[config.mk]
export PLATFORM = sky130hd
export DESIGN_NAME = ntc_adc_to_temperature
export DESIGN_NICKNAME = d
export VERILOG_FILES = /design/src/hw/rtl/ntc_pkg.sv /design/src/hw/rtl/ntc_adc_to_temperature.sv
export SDC_FILE = /design/constraint.sdc
export NUM_CORES = 1
export LEC_CHECK = 0
export ABC_AREA = 1
export BUFFER_PORTS_ARGS = -buffer_cell sky130_fd_sc_hd__buf_2
export CAP_MARGIN = 20
export CORE_MARGIN = 10
export CORE_UTILIZATION = 49
export DETAILED_ROUTE_END_ITERATION = 6
export PLACE_DENSITY = 0.68
export SLEW_MARGIN = 40
export SYNTH_ARGS = -nofsm -noshare
export SYNTH_HDL_FRONTEND = slang
export SYNTH_SLANG_ARGS = --single-unit
[constraint.sdc]
create_clock -name clk -period 7.1 [get_ports clk]
set_clock_uncertainty 0.15 [all_clocks]
set_input_delay 1.42 -clock clk [delete_from_list [all_inputs] [get_ports clk]]
set_output_delay 1.42 -clock clk [all_outputs]
set_load 0.01 [all_outputs]
[src/hw/rtl/ntc_pkg.sv]
// ----------------------------------------------------------------------------
// ntc_pkg: NTC conversion shared definitions
// Constants, status codes and the segment slope table for the NTC
// thermistor sample to temperature converter.
// ----------------------------------------------------------------------------
package ntc_pkg;

	// field widths
	localparam int SAMPLE_W = 12;
	localparam int TEMP_W   = 12;
	localparam int STATUS_W = 2;

	// default walk geometry
	localparam int TABLE_SEGMENTS_DEF    = 30;
	localparam int STEPS_PER_SEGMENT_DEF = 10;

	// register reset values
	localparam logic [SAMPLE_W-1:0] OPEN_THRESHOLD_RST  = 12'd4000;
	localparam logic [SAMPLE_W-1:0] SHORT_THRESHOLD_RST = 12'd300;

	// register indexes
	localparam logic CFG_OPEN_THRESHOLD  = 1'b0;
	localparam logic CFG_SHORT_THRESHOLD = 1'b1;

	// walk constants
	localparam logic [SAMPLE_W-1:0]      START_COUNT = 12'd3923;
	localparam logic [SAMPLE_W-1:0]      END_COUNT   = 12'd342;
	localparam logic signed [TEMP_W-1:0] START_TEMP  = -12'sd405;
	localparam logic signed [TEMP_W-1:0] SAT_TEMP    = 12'sd1095;
	localparam logic signed [TEMP_W:0]   STEP_TEMP   = 13'sd5;

	// sensor status codes
	localparam logic [STATUS_W-1:0] STATUS_OK    = 2'd0;
	localparam logic [STATUS_W-1:0] STATUS_OPEN  = 2'd1;
	localparam logic [STATUS_W-1:0] STATUS_SHORT = 2'd2;

	// count drop per half-degree step, for each segment; zero past the table
	function automatic logic [4:0] seg_drop(input logic [5:0] idx);
		logic [4:0] d;
		case (idx)
			6'd0:  d = 5'd6;
			6'd1:  d = 5'd7;
			6'd2:  d = 5'd8;
			6'd3:  d = 5'd10;
			6'd4:  d = 5'd12;
			6'd5:  d = 5'd14;
			6'd6:  d = 5'd16;
			6'd7:  d = 5'd17;
			6'd8:  d = 5'd18;
			6'd9:  d = 5'd19;
			6'd10: d = 5'd20;
			6'd11: d = 5'd20;
			6'd12: d = 5'd20;
			6'd13: d = 5'd19;
			6'd14: d = 5'd18;
			6'd15: d = 5'd17;
			6'd16: d = 5'd16;
			6'd17: d = 5'd15;
			6'd18: d = 5'd13;
			6'd19: d = 5'd12;
			6'd20: d = 5'd10;
			6'd21: d = 5'd10;
			6'd22: d = 5'd8;
			6'd23: d = 5'd7;
			6'd24: d = 5'd7;
			6'd25: d = 5'd6;
			6'd26: d = 5'd5;
			6'd27: d = 5'd4;
			6'd28: d = 5'd4;
			6'd29: d = 5'd2;
			default: d = 5'd0;
		endcase
		return d;
	endfunction

endpackage

[src/hw/rtl/ntc_adc_to_temperature.sv]
// ----------------------------------------------------------------------------
// ntc_adc_to_temperature: NTC thermistor sample to temperature
// Piecewise-linear table walk from a 12-bit ADC reading to tenths of a
// degree C, with open and shorted sensor detection.
// ----------------------------------------------------------------------------
// Usage:
//   Input channel in_valid/in_ready carries one adc_sample per request.
//   Output channel out_valid/out_ready carries temperature and
//   sensor_status, one result per sample. The temperature is 0 unless the
//   status is ok.
//   Configuration: cfg_write with cfg_index (0 open, 1 short threshold) and
//   cfg_data; the user writes only while the block is idle (unenforced).
// Timing:
//   One shared compare/subtract step runs each cycle under a two-state
//   sequencer; one half-degree step per cycle. The result register loads
//   when the walk finishes and the output register is free; for open and
//   short samples the walk finishes on its first step. in_ready is high
//   only while no sample is being walked, so the next request is taken
//   from the cycle after the result loads.
// Reset:
//   arst_n clears the sequencer and output valid and loads the thresholds
//   with 4000 (open) and 300 (short).
// Stall:
//   A finished result waits in the output register; the walk holds on its
//   final step until that register is free.
// ----------------------------------------------------------------------------
module ntc_adc_to_temperature
	import ntc_pkg::*;
#(
	parameter int TABLE_SEGMENTS    = TABLE_SEGMENTS_DEF,
	parameter int STEPS_PER_SEGMENT = STEPS_PER_SEGMENT_DEF
) (
	input  logic                       clk,
	input  logic                       arst_n,
	input  logic                       in_valid,
	output logic                       in_ready,
	input  logic [SAMPLE_W-1:0]        adc_sample,
	output logic                       out_valid,
	input  logic                       out_ready,
	output logic signed [TEMP_W-1:0]   temperature,
	output logic [STATUS_W-1:0]        sensor_status,
	input  logic                       cfg_write,
	input  logic                       cfg_index,
	input  logic [SAMPLE_W-1:0]        cfg_data
);

	localparam int SEG_W  = $clog2(TABLE_SEGMENTS + 1);
	localparam int STEP_W = $clog2(STEPS_PER_SEGMENT + 1);

	localparam logic ST_IDLE = 1'b0;
	localparam logic ST_WALK = 1'b1;

	logic                       state_q;
	logic [SAMPLE_W-1:0]        open_thr_q;
	logic [SAMPLE_W-1:0]        short_thr_q;
	logic [SAMPLE_W-1:0]        sample_q;
	logic [STATUS_W-1:0]        status_q;
	logic [SAMPLE_W-1:0]        count_q;
	logic signed [TEMP_W-1:0]   temp_q;
	logic [SEG_W-1:0]           seg_q;
	logic [STEP_W-1:0]          step_q;
	logic                       out_valid_q;
	logic signed [TEMP_W-1:0]   out_temp_q;
	logic [STATUS_W-1:0]        out_status_q;

	logic                       accept;
	logic                       slot_free;
	logic [6:0]                 seg_ext;
	logic [SAMPLE_W-1:0]        count_n;
	logic [STEP_W-1:0]          step_inc;
	logic                       seg_wrap;
	logic signed [TEMP_W:0]     temp_sum;
	logic signed [TEMP_W-1:0]   temp_n;
	logic                       finish;
	logic signed [TEMP_W-1:0]   finish_temp;

	assign in_ready      = (state_q == ST_IDLE);
	assign accept        = in_valid && in_ready;
	assign slot_free     = !out_valid_q || out_ready;
	assign out_valid     = out_valid_q;
	assign temperature   = out_temp_q;
	assign sensor_status = out_status_q;

	// one walk step: compare, subtract the segment slope, advance step
	always_comb begin
		seg_ext  = 7'(seg_q);
		count_n  = count_q - SAMPLE_W'(seg_drop(seg_ext[5:0]));
		step_inc = step_q + 1'b1;
		seg_wrap = (step_inc >= STEP_W'(STEPS_PER_SEGMENT));
		temp_sum = $signed({temp_q[TEMP_W-1], temp_q}) + STEP_TEMP;
		// temperature held at saturation: the final clamp gives the same
		if (temp_sum > $signed({SAT_TEMP[TEMP_W-1], SAT_TEMP}))
			temp_n = SAT_TEMP;
		else
			temp_n = temp_sum[TEMP_W-1:0];

		finish      = 1'b1;
		finish_temp = SAT_TEMP;
		if (status_q != STATUS_OK) begin
			finish_temp = '0;
		end else if (sample_q > count_q) begin
			finish_temp = temp_q;
		end else if (seg_q >= SEG_W'(TABLE_SEGMENTS)) begin
			finish_temp = SAT_TEMP;
		end else if (count_n <= END_COUNT) begin
			finish_temp = SAT_TEMP;
		end else begin
			finish = 1'b0;
		end
	end

	// configuration registers
	always_ff @(posedge clk or negedge arst_n) begin
		if (!arst_n) begin
			open_thr_q  <= OPEN_THRESHOLD_RST;
			short_thr_q <= SHORT_THRESHOLD_RST;
		end else if (cfg_write) begin
			case (cfg_index)
				CFG_OPEN_THRESHOLD:  open_thr_q  <= cfg_data;
				CFG_SHORT_THRESHOLD: short_thr_q <= cfg_data;
				default: ;
			endcase
		end
	end

	// sequencer and output valid
	always_ff @(posedge clk or negedge arst_n) begin
		if (!arst_n) begin
			state_q     <= ST_IDLE;
			out_valid_q <= 1'b0;
		end else begin
			if (out_valid_q && out_ready)
				out_valid_q <= 1'b0;
			case (state_q)
				ST_IDLE: begin
					if (accept)
						state_q <= ST_WALK;
				end
				ST_WALK: begin
					if (finish && slot_free) begin
						state_q     <= ST_IDLE;
						out_valid_q <= 1'b1;
					end
				end
				default: state_q <= ST_IDLE;
			endcase
		end
	end

	// walk datapath and result register
	always_ff @(posedge clk) begin
		if (accept) begin
			sample_q <= adc_sample;
			count_q  <= START_COUNT;
			temp_q   <= START_TEMP;
			seg_q    <= '0;
			step_q   <= '0;
			if (adc_sample > open_thr_q)
				status_q <= STATUS_OPEN;
			else if (adc_sample < short_thr_q)
				status_q <= STATUS_SHORT;
			else
				status_q <= STATUS_OK;
		end else if (state_q == ST_WALK && !finish) begin
			count_q <= count_n;
			temp_q  <= temp_n;
			if (seg_wrap) begin
				step_q <= '0;
				seg_q  <= seg_q + 1'b1;
			end else begin
				step_q <= step_inc;
			end
		end
		if (state_q == ST_WALK && finish && slot_free) begin
			out_temp_q   <= finish_temp;
			out_status_q <= status_q;
		end
	end

endmodule
# Yosys cells after proc, flatten, opt, wreduce, memory -nomap -nowiden
# Memory sizes are Yosys's and may differ from the RTL's. A register that Yosys moved wholly into a read port is not among the register bits.
# Cells that the tools add are included.
dict set report word_totals {
  reg_bits 87
  latchBits 0
  ramBits 0
  romBits 160
  inputBits 30
  output_inout_bits 16
  elab_cells 58
  n_memories 1
}
# name depth word_bits read_ports rd_ports_with_merged_regs wr line
set mem_list {}
lappend mem_list {{(no name shown)} 32 5 1 1 0 ntc_pkg.sv:40} ;# case (idx)
dict set report classes {
  addsub 4
  mul 0
  div 0
  order_cmp 7
  n_eq_ne 0
  shift 0
  n_mux 16
  n_bitwise 3
  n_reduce_logical 14
}
# operator count
set op_table {}
lappend op_table {{greater-than comparator 12 bit} 2}
lappend op_table {{adder 12 x 4 -> 13 bit (second input constant)} 1}
lappend op_table {{greater-than comparator 13 x 12 -> 1 bit (second input constant)} 1}
lappend op_table {{<= comparator 12 x 9 -> 1 bit (second input constant)} 1}
lappend op_table {{less-than comparator 12 bit} 1}
lappend op_table {{two-way mux 12 bit} 1}
lappend op_table {{subtractor 12 x 5 -> 12 bit} 1}
lappend op_table {{two-way mux 11 bit} 1}
lappend op_table {{two-way mux 5 bit} 2}
lappend op_table {{two-way mux 1 bit} 9}
lappend op_table {{logical AND 1 bit} 6}
lappend op_table {{AND reduction 2 bit} 3}
lappend op_table {{adder 5 x 1 -> 5 bit (second input constant)} 1}
lappend op_table {{greater-or-equal comparator 5 bit (second input constant)} 1}
lappend op_table {{adder 4 x 1 -> 4 bit (second input constant)} 1}
lappend op_table {{greater-or-equal comparator 4 bit (second input constant)} 1}
lappend op_table {{two-way mux 4 bit} 1}
lappend op_table {{NOT 1 bit} 3}
lappend op_table {{logical NOT 1 bit} 2}
lappend op_table {{two-way mux 2 bit} 1}
lappend op_table {{one-hot mux 1 bit (2 select lines)} 1}
lappend op_table {{nonzero test 2 bit} 1}
lappend op_table {{OR reduction 2 bit} 1}
lappend op_table {{logical OR 1 bit} 1}

# Logic depth before layout (Yosys ltp)
dict set report logic_depth {
  ltp_word 11
  ltp_mapped 27
  depth_no_buf 27
}

# Worst setup path after synthesis
# Ideal clock, no wire load.
dict set report synth_timing {
  kind {in2reg}
  from {in in_valid}
  to {reg with a tool-made name}
  t_arrival_ns 3.343
  slack_ns 3.491
  stages 10
  path_buffers 0
  path_cell_list {inv_1 nor2_2 clkinv_1 nand3_2 inv_2 ha_1 nand4_1 nor2_1 a21oi_1 nand2_1}
}
# item line
set synth_rtl {}
lappend synth_rtl {{from (decl)} ntc_adc_to_temperature.sv:35} ;# input logic in_valid,

==> summary.txt <==
Run status
  – Status: finished, final reports clean

Global route
  – Grt total ovfl: 0
  – Antenna violations before repair: 0
  – First-pass GRT wire length: 18.1 mm
  – Vias in the first global route: 3997
  – Largest net degree at the start of global routing: 28
  – Total global routing track utilization: 14.6%

Worst setup path
  – Critical path endpoint category: register
  – R2r setup slk: 3630 ps
  – CP max FO: 7
  – CP Data Arrival Time: 3580 ps
  – Critical Path Start Type: register
  – R2R Path Start: count_q[0]
  – Crit Path Category: register to register
  – Critical path origin: count_q[0]
  – CP required: 7210 ps

Logic synthesis
  – Post-Syn Area: 5260 µm²
  – Avg Inst Size Synth: 8.40 µm²
  – Synth async-reset ratio: 28.3%
  – Post-synth cell types: 46
  – Post-synth EDFFs: 28
  – Warnings from Yosys: 0
  – Syn Inst Count: 626
  – Synth Flop Type: dfxtp_1
  – Synthesis-stage register bit count: 92
  – Synth Net Count: 710
  – Seq/Total Area, Yosys: 43.0%

Route
  – DR iter-0 viols: 205
  – WL final: 10.8 mm
  – Via Count: 4170
  – Routed Antenna Nets: 0
  – Vias per cell: 5.10
  – WL per Instance: 13.3 µm
  – DRC Markers: 0
  – TritonRoute pass-1 iters: 5

Worst hold path
  – Hold wc startpoint: status_q[0]
  – Hold crit path type: register to register

Timing
  – Unrepaired setup endpoints after global routing: false
  – Final Hold Fails: 0
  – Setup TNS: 0 ps
  – Worst slew pin tran: 685 ps
  – Final setup viols: 0
  – Final Critical Period: 3470 ps
  – Part of the cycle the worst path needs: 48.9%
  – Achievable Freq: 0.288 GHz
  – Slew Limit Fails: 0
  – Slew margin rel.: 54.2%

Die
  – Core area: 10400 µm²
  – Floorplan row count: 37
  – Die Y: 124 µm
  – Initial core utilization: 50.5%
  – Num ports: 46
  – Die W: 124 µm
  – Die ar.: 15300 µm²

Pwr
  – Cell internal pwr: 1.18 mW
  – Switching share of power: 41.4%
  – Clock share of power: 17.9%
  – Combinational Power Share: 42.2%
  – Share of power burned in registers: 39.9%
  – Worst IR Drop VDD: 0.153 mV
  – Leak: 2.91 nW
  – P_sw: 833 µW
  – Pwr Density: 345 nW/µm²

Clocking
  – Clock transition at the registers of the reported paths: 100 ps
  – Number of CTS-inserted buffers: 9
  – CTS Sinks: 92
  – Latest clock arrival within the worst-skew pair: 380 ps
  – CTS tree: built
  – Clk root buf: clkbuf_8
  – H-tree Lvls: 3
  – Total setup buffers inserted after CTS: 0
  – Clock Path Buffers: 2
  – Hold buffer count at cts: 0
  – Cts repair resizes: 0

Layout
  – Fill cell count: 968
  – Most frequent cells in the layout: nand2_1 (127), inv_1 (104), ha_1 (53)
  – Layout cell share with drive strength beyond 1: 15.0%
  – Syn-to-layout area delta: 10.9%
  – Final Net Count: 760
  – Commonest non-fill, non-tap cell in the layout: nand2_1
  – Post-Layout Cell Count: 817
  – N_diodes: 0

Placed design
  – Dpl hpwl: 8.49 mm
  – Buffers added on ports: 45
  – Placed insts: 801
  – Placer Congestion: 0.903

Flow run
  – Max-cap violations: 0
through the flow:
stage / setup slack (ps) / instance area, µm² / hold WS (ps) / power [mW] / utilization (%)
floorplan: 3490 / 5260 / 277 / 1.44 / -
global placement: 3850 / 5640 / 283 / 1.65 / 54.1
detailed placement: 3660 / 5640 / 290 / 1.67 / 54.1
CTS: 3620 / 5840 / 313 / 2.03 / 56.0
global route: 3250 / 5840 / 335 / 2.19 / 56.0
finish: 3630 / 5840 / 310 / 2.01 / 56.0
final timing paths:
path                                    endpoint  cells after the start
min in group asynchronous          open_thr_q[3]                      1
worst min register to register  sensor_status[0]                      0
worst min-delay path            sensor_status[0]                      0
worst max register to register          register                     23
max in group asynchronous              out_valid                      1
worst max-delay path                    register                     23
cells by family (layout without fill, tap and decap cells):
kind of cell / Yosys count / after routing / synth area share, %
flops: 92 / 92 / 43.0
fa+ha+maj: 54 / 54 / 13.0
simple gates: 225 / 225 / 19.8
buf+inv: 125 / 180 / 9.11
xor+xnor: 12 / 12 / 2.00
compound gates: 118 / 118 / 13.1
metal layers:
| layer | routed length, µm | track usage [%] |
|---|---|---|
| met1 | 4820 | 17.9 |
| met4 | 261 | 5.82 |
| met5 | 0 | 0 |
| met3 | 625 | 3.80 |
| met2 | 5140 | 24.1 |
worst max-delay path, stage by stage, from the launching register on:
cell and delay, ps:
dfxtp_1 340, inv_1 60, ha_1 130, inv_1 70, fa_1 400, nand3_1 130, nand2_1 70, nand2_1 150
nand3_1 130, o21ai_0 160, o21ai_1 110, nand2_1 110, nand2_2 80, nand4_4 110, inv_2 70, nand2_1 60
nand2_1 90, nor2_2 200, inv_1 110, ha_1 310, nand2_1 80, nand2_1 60, a21oi_1 130, nand2_1 60
Yosys cell counts (11+ instances only):
cell | instances | area, µm²
nand4_1 | 12 | 75.1
inv_1 | 104 | 390
nor2_1 | 31 | 116
dfxtp_1 | 38 | 761
nand2_1 | 127 | 477
dfrtp_1 | 16 | 400
edfxtp_1 | 28 | 841
nand3_1 | 30 | 150
ha_1 | 53 | 663
o21ai_0 | 49 | 245
xor2_1 | 11 | 96.3
a21oi_1 | 33 | 165
sequential cells by signal, indices dropped and copies added (netlist names), named ones only:
signal	count
count_q	12
open_thr_q	12
sample_q	12
short_thr_q	12
temp_q	12
temperature	12
seg_q	5
step_q	4
sensor_status	2
status_q	2
out_valid	1
state_q	1
power groups by stage:
stage               combinational [mW]  clock [mW]  sequential [mW]
finish                           0.850       0.360            0.804
global route                     0.978       0.391            0.823
CTS                              0.859       0.368            0.804
detailed placement               0.854           0            0.814
global placement                 0.836           0            0.810
floorplan                        0.626           0            0.810
area by class of cell:
class / instances / area (µm²) / share of cell area, %
clock inverters: 6 / 72.6 / 1.24
repair buffers: 48 / 248 / 4.25
flip-flops and latches: 92 / 2260 / 38.8
well taps: 136 / 170 / 2.92
clock buffers: 10 / 128 / 2.19
multi-input cells: 409 / 2520 / 43.1
inverters: 116 / 435 / 7.46
Power figures use the tool's default switching activity.
